===== config.mk =====
export PLATFORM = sky130hd
export DESIGN_NAME = pwgw_front
export DESIGN_NICKNAME = d
export VERILOG_FILES = /design/src/design/pwgw_pkg.sv /design/src/design/pwgw_front.sv
export SDC_FILE = /design/constraint.sdc
export NUM_CORES = 2
export LEC_CHECK = 0
export BUFFER_PORTS_ARGS = -buffer_cell sky130_fd_sc_hd__buf_2
export CORE_MARGIN = 8
export CORE_UTILIZATION = 40
export CTS_CLUSTER_SIZE = 24
export DETAILED_ROUTE_END_ITERATION = 6
export MAX_ROUTING_LAYER = met4
export PLACE_DENSITY = 0.64
export SYNTH_ARGS = -nofsm -noshare
export SYNTH_HDL_FRONTEND = slang
export SYNTH_SLANG_ARGS = --single-unit

===== constraint.sdc =====
create_clock -name clk -period 39.8 [get_ports clk]
set_input_delay 5.97 -clock clk [delete_from_list [all_inputs] [get_ports clk]]
set_output_delay 5.97 -clock clk [all_outputs]
set_load 0.01 [all_outputs]

===== src/design/pwgw_pkg.sv =====
// ----------------------------------------------------------------------------
// pwgw_pkg: shared types for the piecewise linear gain warp
// Request and result payloads, configuration set, control codes.
// ----------------------------------------------------------------------------
package pwgw_pkg;

	localparam int SAMPLE_BITS = 32;
	localparam int IDX_BITS    = 3;
	localparam int QUEUE_DEPTH = 4;

	typedef enum logic {
		CMD_LOAD   = 1'b0,
		CMD_SAMPLE = 1'b1
	} cmd_t;

	typedef enum logic [1:0] {
		ST_OK    = 2'd0,
		ST_SAT   = 2'd1,
		ST_EARLY = 2'd2
	} status_t;

	typedef enum logic [IDX_BITS-1:0] {
		REG_CONTROL_COUNT = 3'd0,
		REG_GAIN_LOW      = 3'd1,
		REG_GAIN_HIGH     = 3'd2,
		REG_AXIS_START    = 3'd3,
		REG_AXIS_END      = 3'd4
	} reg_idx_t;

	// kind of work handed to the back end
	typedef enum logic [1:0] {
		K_LOAD   = 2'd0,
		K_SAMPLE = 2'd1,
		K_EARLY  = 2'd2
	} kind_t;

	// where the position falls relative to the axis range
	typedef enum logic [1:0] {
		CL_NONE  = 2'd0,
		CL_FIRST = 2'd1,
		CL_LAST  = 2'd2
	} clamp_t;

	typedef struct packed {
		kind_t  kind;
		clamp_t clamp;
		logic   last;
	} ctl_t;

	typedef struct packed {
		logic                          cmd;
		logic [23:0]                   draw;
		logic signed [SAMPLE_BITS-1:0] sample_value;
		logic [31:0]                   sample_position;
		logic                          last_in_row;
	} in_item_t;

	typedef struct packed {
		logic signed [SAMPLE_BITS-1:0] warped_value;
		logic                          row_end;
		logic [1:0]                    status;
	} out_item_t;

	typedef struct packed {
		logic [4:0]         control_count;
		logic signed [23:0] gain_low;
		logic signed [23:0] gain_high;
		logic [31:0]        axis_start;
		logic [31:0]        axis_end;
	} cfg_t;

endpackage


===== src/design/pwgw_front.sv =====
// ----------------------------------------------------------------------------
// pwgw_front: request intake and classification
// Tracks gains loaded per row, builds load gains, positions samples.
// ----------------------------------------------------------------------------
module pwgw_front #(
	parameter int MAX_CONTROL = 16
) (
	input  logic                                   clk,
	input  logic                                   arst_n,
	input  logic                                   push,
	input  pwgw_pkg::in_item_t                     item,
	input  pwgw_pkg::cfg_t                         cfg,
	input  logic                                   q_full,
	output logic                                   enq,
	output pwgw_pkg::ctl_t                         e_ctl,
	output logic signed [pwgw_pkg::SAMPLE_BITS-1:0] e_value,
	output logic signed [23:0]                     e_gw,
	output logic [$clog2(MAX_CONTROL)-1:0]         e_widx,
	output logic [$clog2(MAX_CONTROL)-1:0]         e_top,
	output logic [32+$clog2(MAX_CONTROL)-1:0]      e_t
);
	import pwgw_pkg::*;

	localparam int QB = $clog2(MAX_CONTROL);
	localparam int LW = $clog2(MAX_CONTROL + 1);
	localparam int TW = 32 + QB;

	logic [LW-1:0]      loaded_q;
	logic [6:0]         k7;
	logic [LW-1:0]      kk;
	logic               take;
	logic               is_load;
	logic               can_load;
	logic signed [24:0] gdiff;
	logic signed [48:0] gprod;
	logic [31:0]        off;
	logic [36:0]        tprod;

	always_comb begin
		k7 = {2'b00, cfg.control_count};
		if (k7 < 7'd2) begin
			k7 = 7'd2;
		end else if (k7 > 7'(MAX_CONTROL)) begin
			k7 = 7'(MAX_CONTROL);
		end
	end
	assign kk = LW'(k7);

	assign take     = push && !q_full;
	assign is_load  = (item.cmd == CMD_LOAD);
	assign can_load = (loaded_q < kk);
	assign enq      = take && (!is_load || can_load);

	// control gain = lo + floor((hi - lo) * draw / 2^24)
	assign gdiff = 25'(cfg.gain_high) - 25'(cfg.gain_low);
	assign gprod = gdiff * $signed({1'b0, item.draw});
	assign e_gw  = cfg.gain_low + $signed(gprod[47:24]);

	assign e_widx = QB'(loaded_q);
	assign e_top  = QB'(kk - LW'(1));

	assign off   = item.sample_position - cfg.axis_start;
	assign tprod = 37'(off) * 37'(kk - LW'(1));
	assign e_t   = TW'(tprod);

	assign e_value = item.sample_value;

	always_comb begin
		e_ctl.last = item.last_in_row;
		if (is_load) begin
			e_ctl.kind = K_LOAD;
		end else if (!can_load) begin
			e_ctl.kind = K_SAMPLE;
		end else begin
			e_ctl.kind = K_EARLY;
		end
		if (item.sample_position <= cfg.axis_start) begin
			e_ctl.clamp = CL_FIRST;
		end else if (item.sample_position >= cfg.axis_end) begin
			e_ctl.clamp = CL_LAST;
		end else begin
			e_ctl.clamp = CL_NONE;
		end
	end

	always_ff @(posedge clk or negedge arst_n) begin
		if (!arst_n) begin
			loaded_q <= '0;
		end else if (take) begin
			if (is_load) begin
				if (can_load) begin
					loaded_q <= loaded_q + LW'(1);
				end
			end else if (item.last_in_row) begin
				loaded_q <= '0;
			end
		end
	end

endmodule


==> run summary <==
## Route
• **number of DRC markers after the initial detailed-route iteration** 1,273
• **mean routed wirelength per cell** 16.6 µm
• **first-pass detailed-route iteration total** 5
• **Post-Route WL** 81,200 µm
• **Antenna Violating Nets Remaining** 0
• **number of vias per cell** 4.99
• **DRC errors left** 0
• **number of vias in the routed layout** 24,471

## Logic synthesis
• **average cell area after synthesis** 8.71 µm²
• **top area cells in the synthesized netlist** sky130_fd_sc_hd__fa_1 46%, sky130_fd_sc_hd__ha_1 13%, sky130_fd_sc_hd__inv_1 10%, sky130_fd_sc_hd__and2_1 6.4%, sky130_fd_sc_hd__nand2_1 5.3%
• **number of instances in the synthesized netlist** 3,680
• **main flop type after synthesis** sky130_fd_sc_hd__dfrtp_1
• **most numerous cell in the Yosys netlist** sky130_fd_sc_hd__inv_1
• **library cell with the largest summed area after synthesis** sky130_fd_sc_hd__fa_1
• **ranking of synthesized cells by instance count** 854 x sky130_fd_sc_hd__inv_1, 740 x sky130_fd_sc_hd__fa_1, 449 x sky130_fd_sc_hd__nand2_1, 330 x sky130_fd_sc_hd__and2_1, 323 x sky130_fd_sc_hd__ha_1
• **post-synth top area share** 0.462
• **number of enable-type register cells in the synthesized netlist** 0
• **number of warnings issued by yosys** 0
• **proportion of synthesized chip area in sequential cells** 0.00390
• **post-synthesis register bit count** 5
• **post-synthesis instance area** 32,100 µm²
• **async set-or-reset flop fraction in the synthesized netlist** 1.00
• **Netlist cell types** 71

## Setup path
• **worst setup path class** in2out
• **maximum single-stage delay on the critical path** 0.85 ns
• **cell with the biggest individual delay on the critical path** sky130_fd_sc_hd__a311oi_1
• **most used cell along the critical path** sky130_fd_sc_hd__fa_1
• **CP Max Fanout** 24
• **number of cells traversed by the worst register-to-register path** 9
• **capture point of the worst reg-to-reg path** loaded_q[1]
• **endpoint type of the worst setup path** output pin
• **data required time of the worst path** 33.83 ns
• **count of buffering cells on the critical path with inverters included** 9
• **dominant delay contributor by cell family on the critical path** adder cells
• **data arrival time of the worst path** 18.06 ns
• **CP startpoint kind** input pin
• **reg-to-reg setup timing slack** 37.52 ns
• **startpoint of the most critical register-to-register path** loaded_q[1]

## Clock tree
• **cells resized by post-CTS repair** 0
• **TritonCTS sink count** 5
• **Root Buffer Master** sky130_fd_sc_hd__clkbuf_16
• **quantity of hold-fixing buffers added after cts** 0
• **number of H-tree levels** 1
• **clock tree from TritonCTS** built
• **clock slew at the register clock pins of the worst setup and hold paths** 0.03 ns
• **total clock buffers created by CTS** 3
• **number of buffers on the longest clock path** 2
• **number of post-CTS setup repair buffers** 0
• **Worst-Skew Late Latency** 0.23 ns

## Hold path
• **Hold WC Path Type** reg2reg
• **hold_sp** loaded_q[4]
• **hold worst-path end** loaded_q[4]
• **number of cells on the worst hold path** 2

## GRT
• **aggregate global routing overflow** 0
• **maximum number of pins on one net before global-route repair** 36
• **wire length of the first global-routing pass** 135,000 µm
• **via count of the first global-routing pass** 26,497
• **GRT Util Overall** 0.188
• **antenna violations before repair** 5

## Layout
• **final layout net count** 5,114
• **most flop-heavy register** loaded_q
• **largest registers** loaded_q (5)
• **filler cell count** 8,040
• **area occupied by multi-input gates** 28,300 µm²
• **register cell area after layout** 125 µm²
• **total non-filler cell area in the finished layout** 34,600 µm²
• **max reg flops** 5
• **area growth from synthesis to layout** 7.80%
• **fraction of final layout cells with drive strength greater than 1** 0.0844

## Die
• **Initial Util** 0.401
• **width of the die** 299 µm
• **Die ar.** 89,500 µm²
• **Core ar.** 79,900 µm²
• **die height** 299 µm
• **count of boundary I/O pins** 317
• **floorplan row count** 104

## STA
• **Final min period** 24.03 ns
• **Setup TNS Final** 0 ns
• **Setup Viol. Count Final** 0
• **slew at the pin with the worst max-slew slack** 1.01 ns
• **share of the clock period used by the worst path** 0.604
• **setup repair after global routing missed its margin** no
• **Pins Over Slew Limit** 0
• **final hold vios** 0
• **relative max-transition margin** 0.319
• **Fmax achieved** 0.0416 GHz
• **final worst clock skew** 0.000203 ns

## Placement
• **PortBufs** 252
• **detailed-placement wirelength estimate** 68,600 µm
• **Area after DPL** 34,500 µm²
• **Routability Congestion** 0.912

## Run
• **Max Cap Violations** 0

## Outcome
• **result of the run** finished, final reports clean

placed cells by master (no fill, tap or decap), types with 10 or more instances in the layout:
cell	n
sky130_fd_sc_hd__nand2b_1	32
sky130_fd_sc_hd__buf_2	252
sky130_fd_sc_hd__nand4_1	24
sky130_fd_sc_hd__a211oi_1	14
sky130_fd_sc_hd__nor2b_1	60
sky130_fd_sc_hd__and2_1	330
sky130_fd_sc_hd__o21ai_0	65
sky130_fd_sc_hd__buf_4	27
sky130_fd_sc_hd__a31oi_1	10
sky130_fd_sc_hd__conb_1	31
sky130_fd_sc_hd__nand3_1	31
sky130_fd_sc_hd__nor2_1	92
sky130_fd_sc_hd__nor3_1	23
sky130_fd_sc_hd__xor2_1	39
sky130_fd_sc_hd__o21bai_1	22
sky130_fd_sc_hd__inv_1	854
sky130_fd_sc_hd__fa_1	740
sky130_fd_sc_hd__a21oi_1	107
sky130_fd_sc_hd__a21o_1	66
sky130_fd_sc_hd__ha_1	323
sky130_fd_sc_hd__xnor2_1	80
sky130_fd_sc_hd__nand2_1	449
sky130_fd_sc_hd__o21a_1	21
routing by layer:
metal | part of all wire | vias up | global-route usage
li1 | - | 11350 | -
met1 | 0.41 | 12352 | 0.235
met2 | 0.51 | 614 | 0.327
met3 | 0.045 | 155 | 0.0151
met4 | 0.034 | 0 | 0.0557
met5 | 0 | - | -
kinds of logic after synthesis:
| group | synth area share |
|---|---|
| AOI/OAI and AO/OA | 0.0797 |
| xor gates and xnor gates | 0.0372 |
| adders and majority gates | 0.588 |
| buffers and inverters | 0.122 |
| DFF | 0.00390 |
| muxes | 0.000937 |
| other | 0.000117 |
| and+or+nand+nor | 0.167 |
worst min-delay path, delay by kind of cell (launching register included):
family | cells | cell delay [ns]
AO/OA/AOI/OAI | 2 | 0.15
flip-flops | 1 | 0.38
worst max-delay path by stage:
stage / to / cells past startpoint / start / slack [ns]
floorplan: e_gw[21] / 48 / cfg[64] / 17.68
CTS: e_gw[21] / 50 / cfg[64] / 15.86
finish: e_gw[21] / 50 / cfg[64] / 15.77
global route: e_gw[23] / 48 / cfg[64] / 15.01
global placement: e_gw[21] / 50 / cfg[64] / 16.15
detailed placement: e_gw[21] / 50 / cfg[64] / 15.90
cell type report:
cell class	count	share of cell area
well taps	1060	0.0384
flip-flops and latches	5	0.00362
multi-input cells	2696	0.820
clock buffers	3	0.00217
clock inverters	1	0.000145
diodes	3	0.000217
inverters	855	0.0929
repair buffers	279	0.0424
per-stage QoR:
stage                     setup WS [ns]  cells  hold WS, ns  utilization
after floorplan                   17.68   3710        0.522            -
after global placement            16.15   4895        0.557        0.431
after detailed placement          15.90   4895        0.571        0.431
after CTS                         15.86   4899        0.577        0.432
after global routing              15.01   4902        0.622        0.433
final                             15.77   4902        0.574        0.433
Power is not shown: default switching activity piles up to over one toggle a cycle in this logic, so the estimate is an artifact.
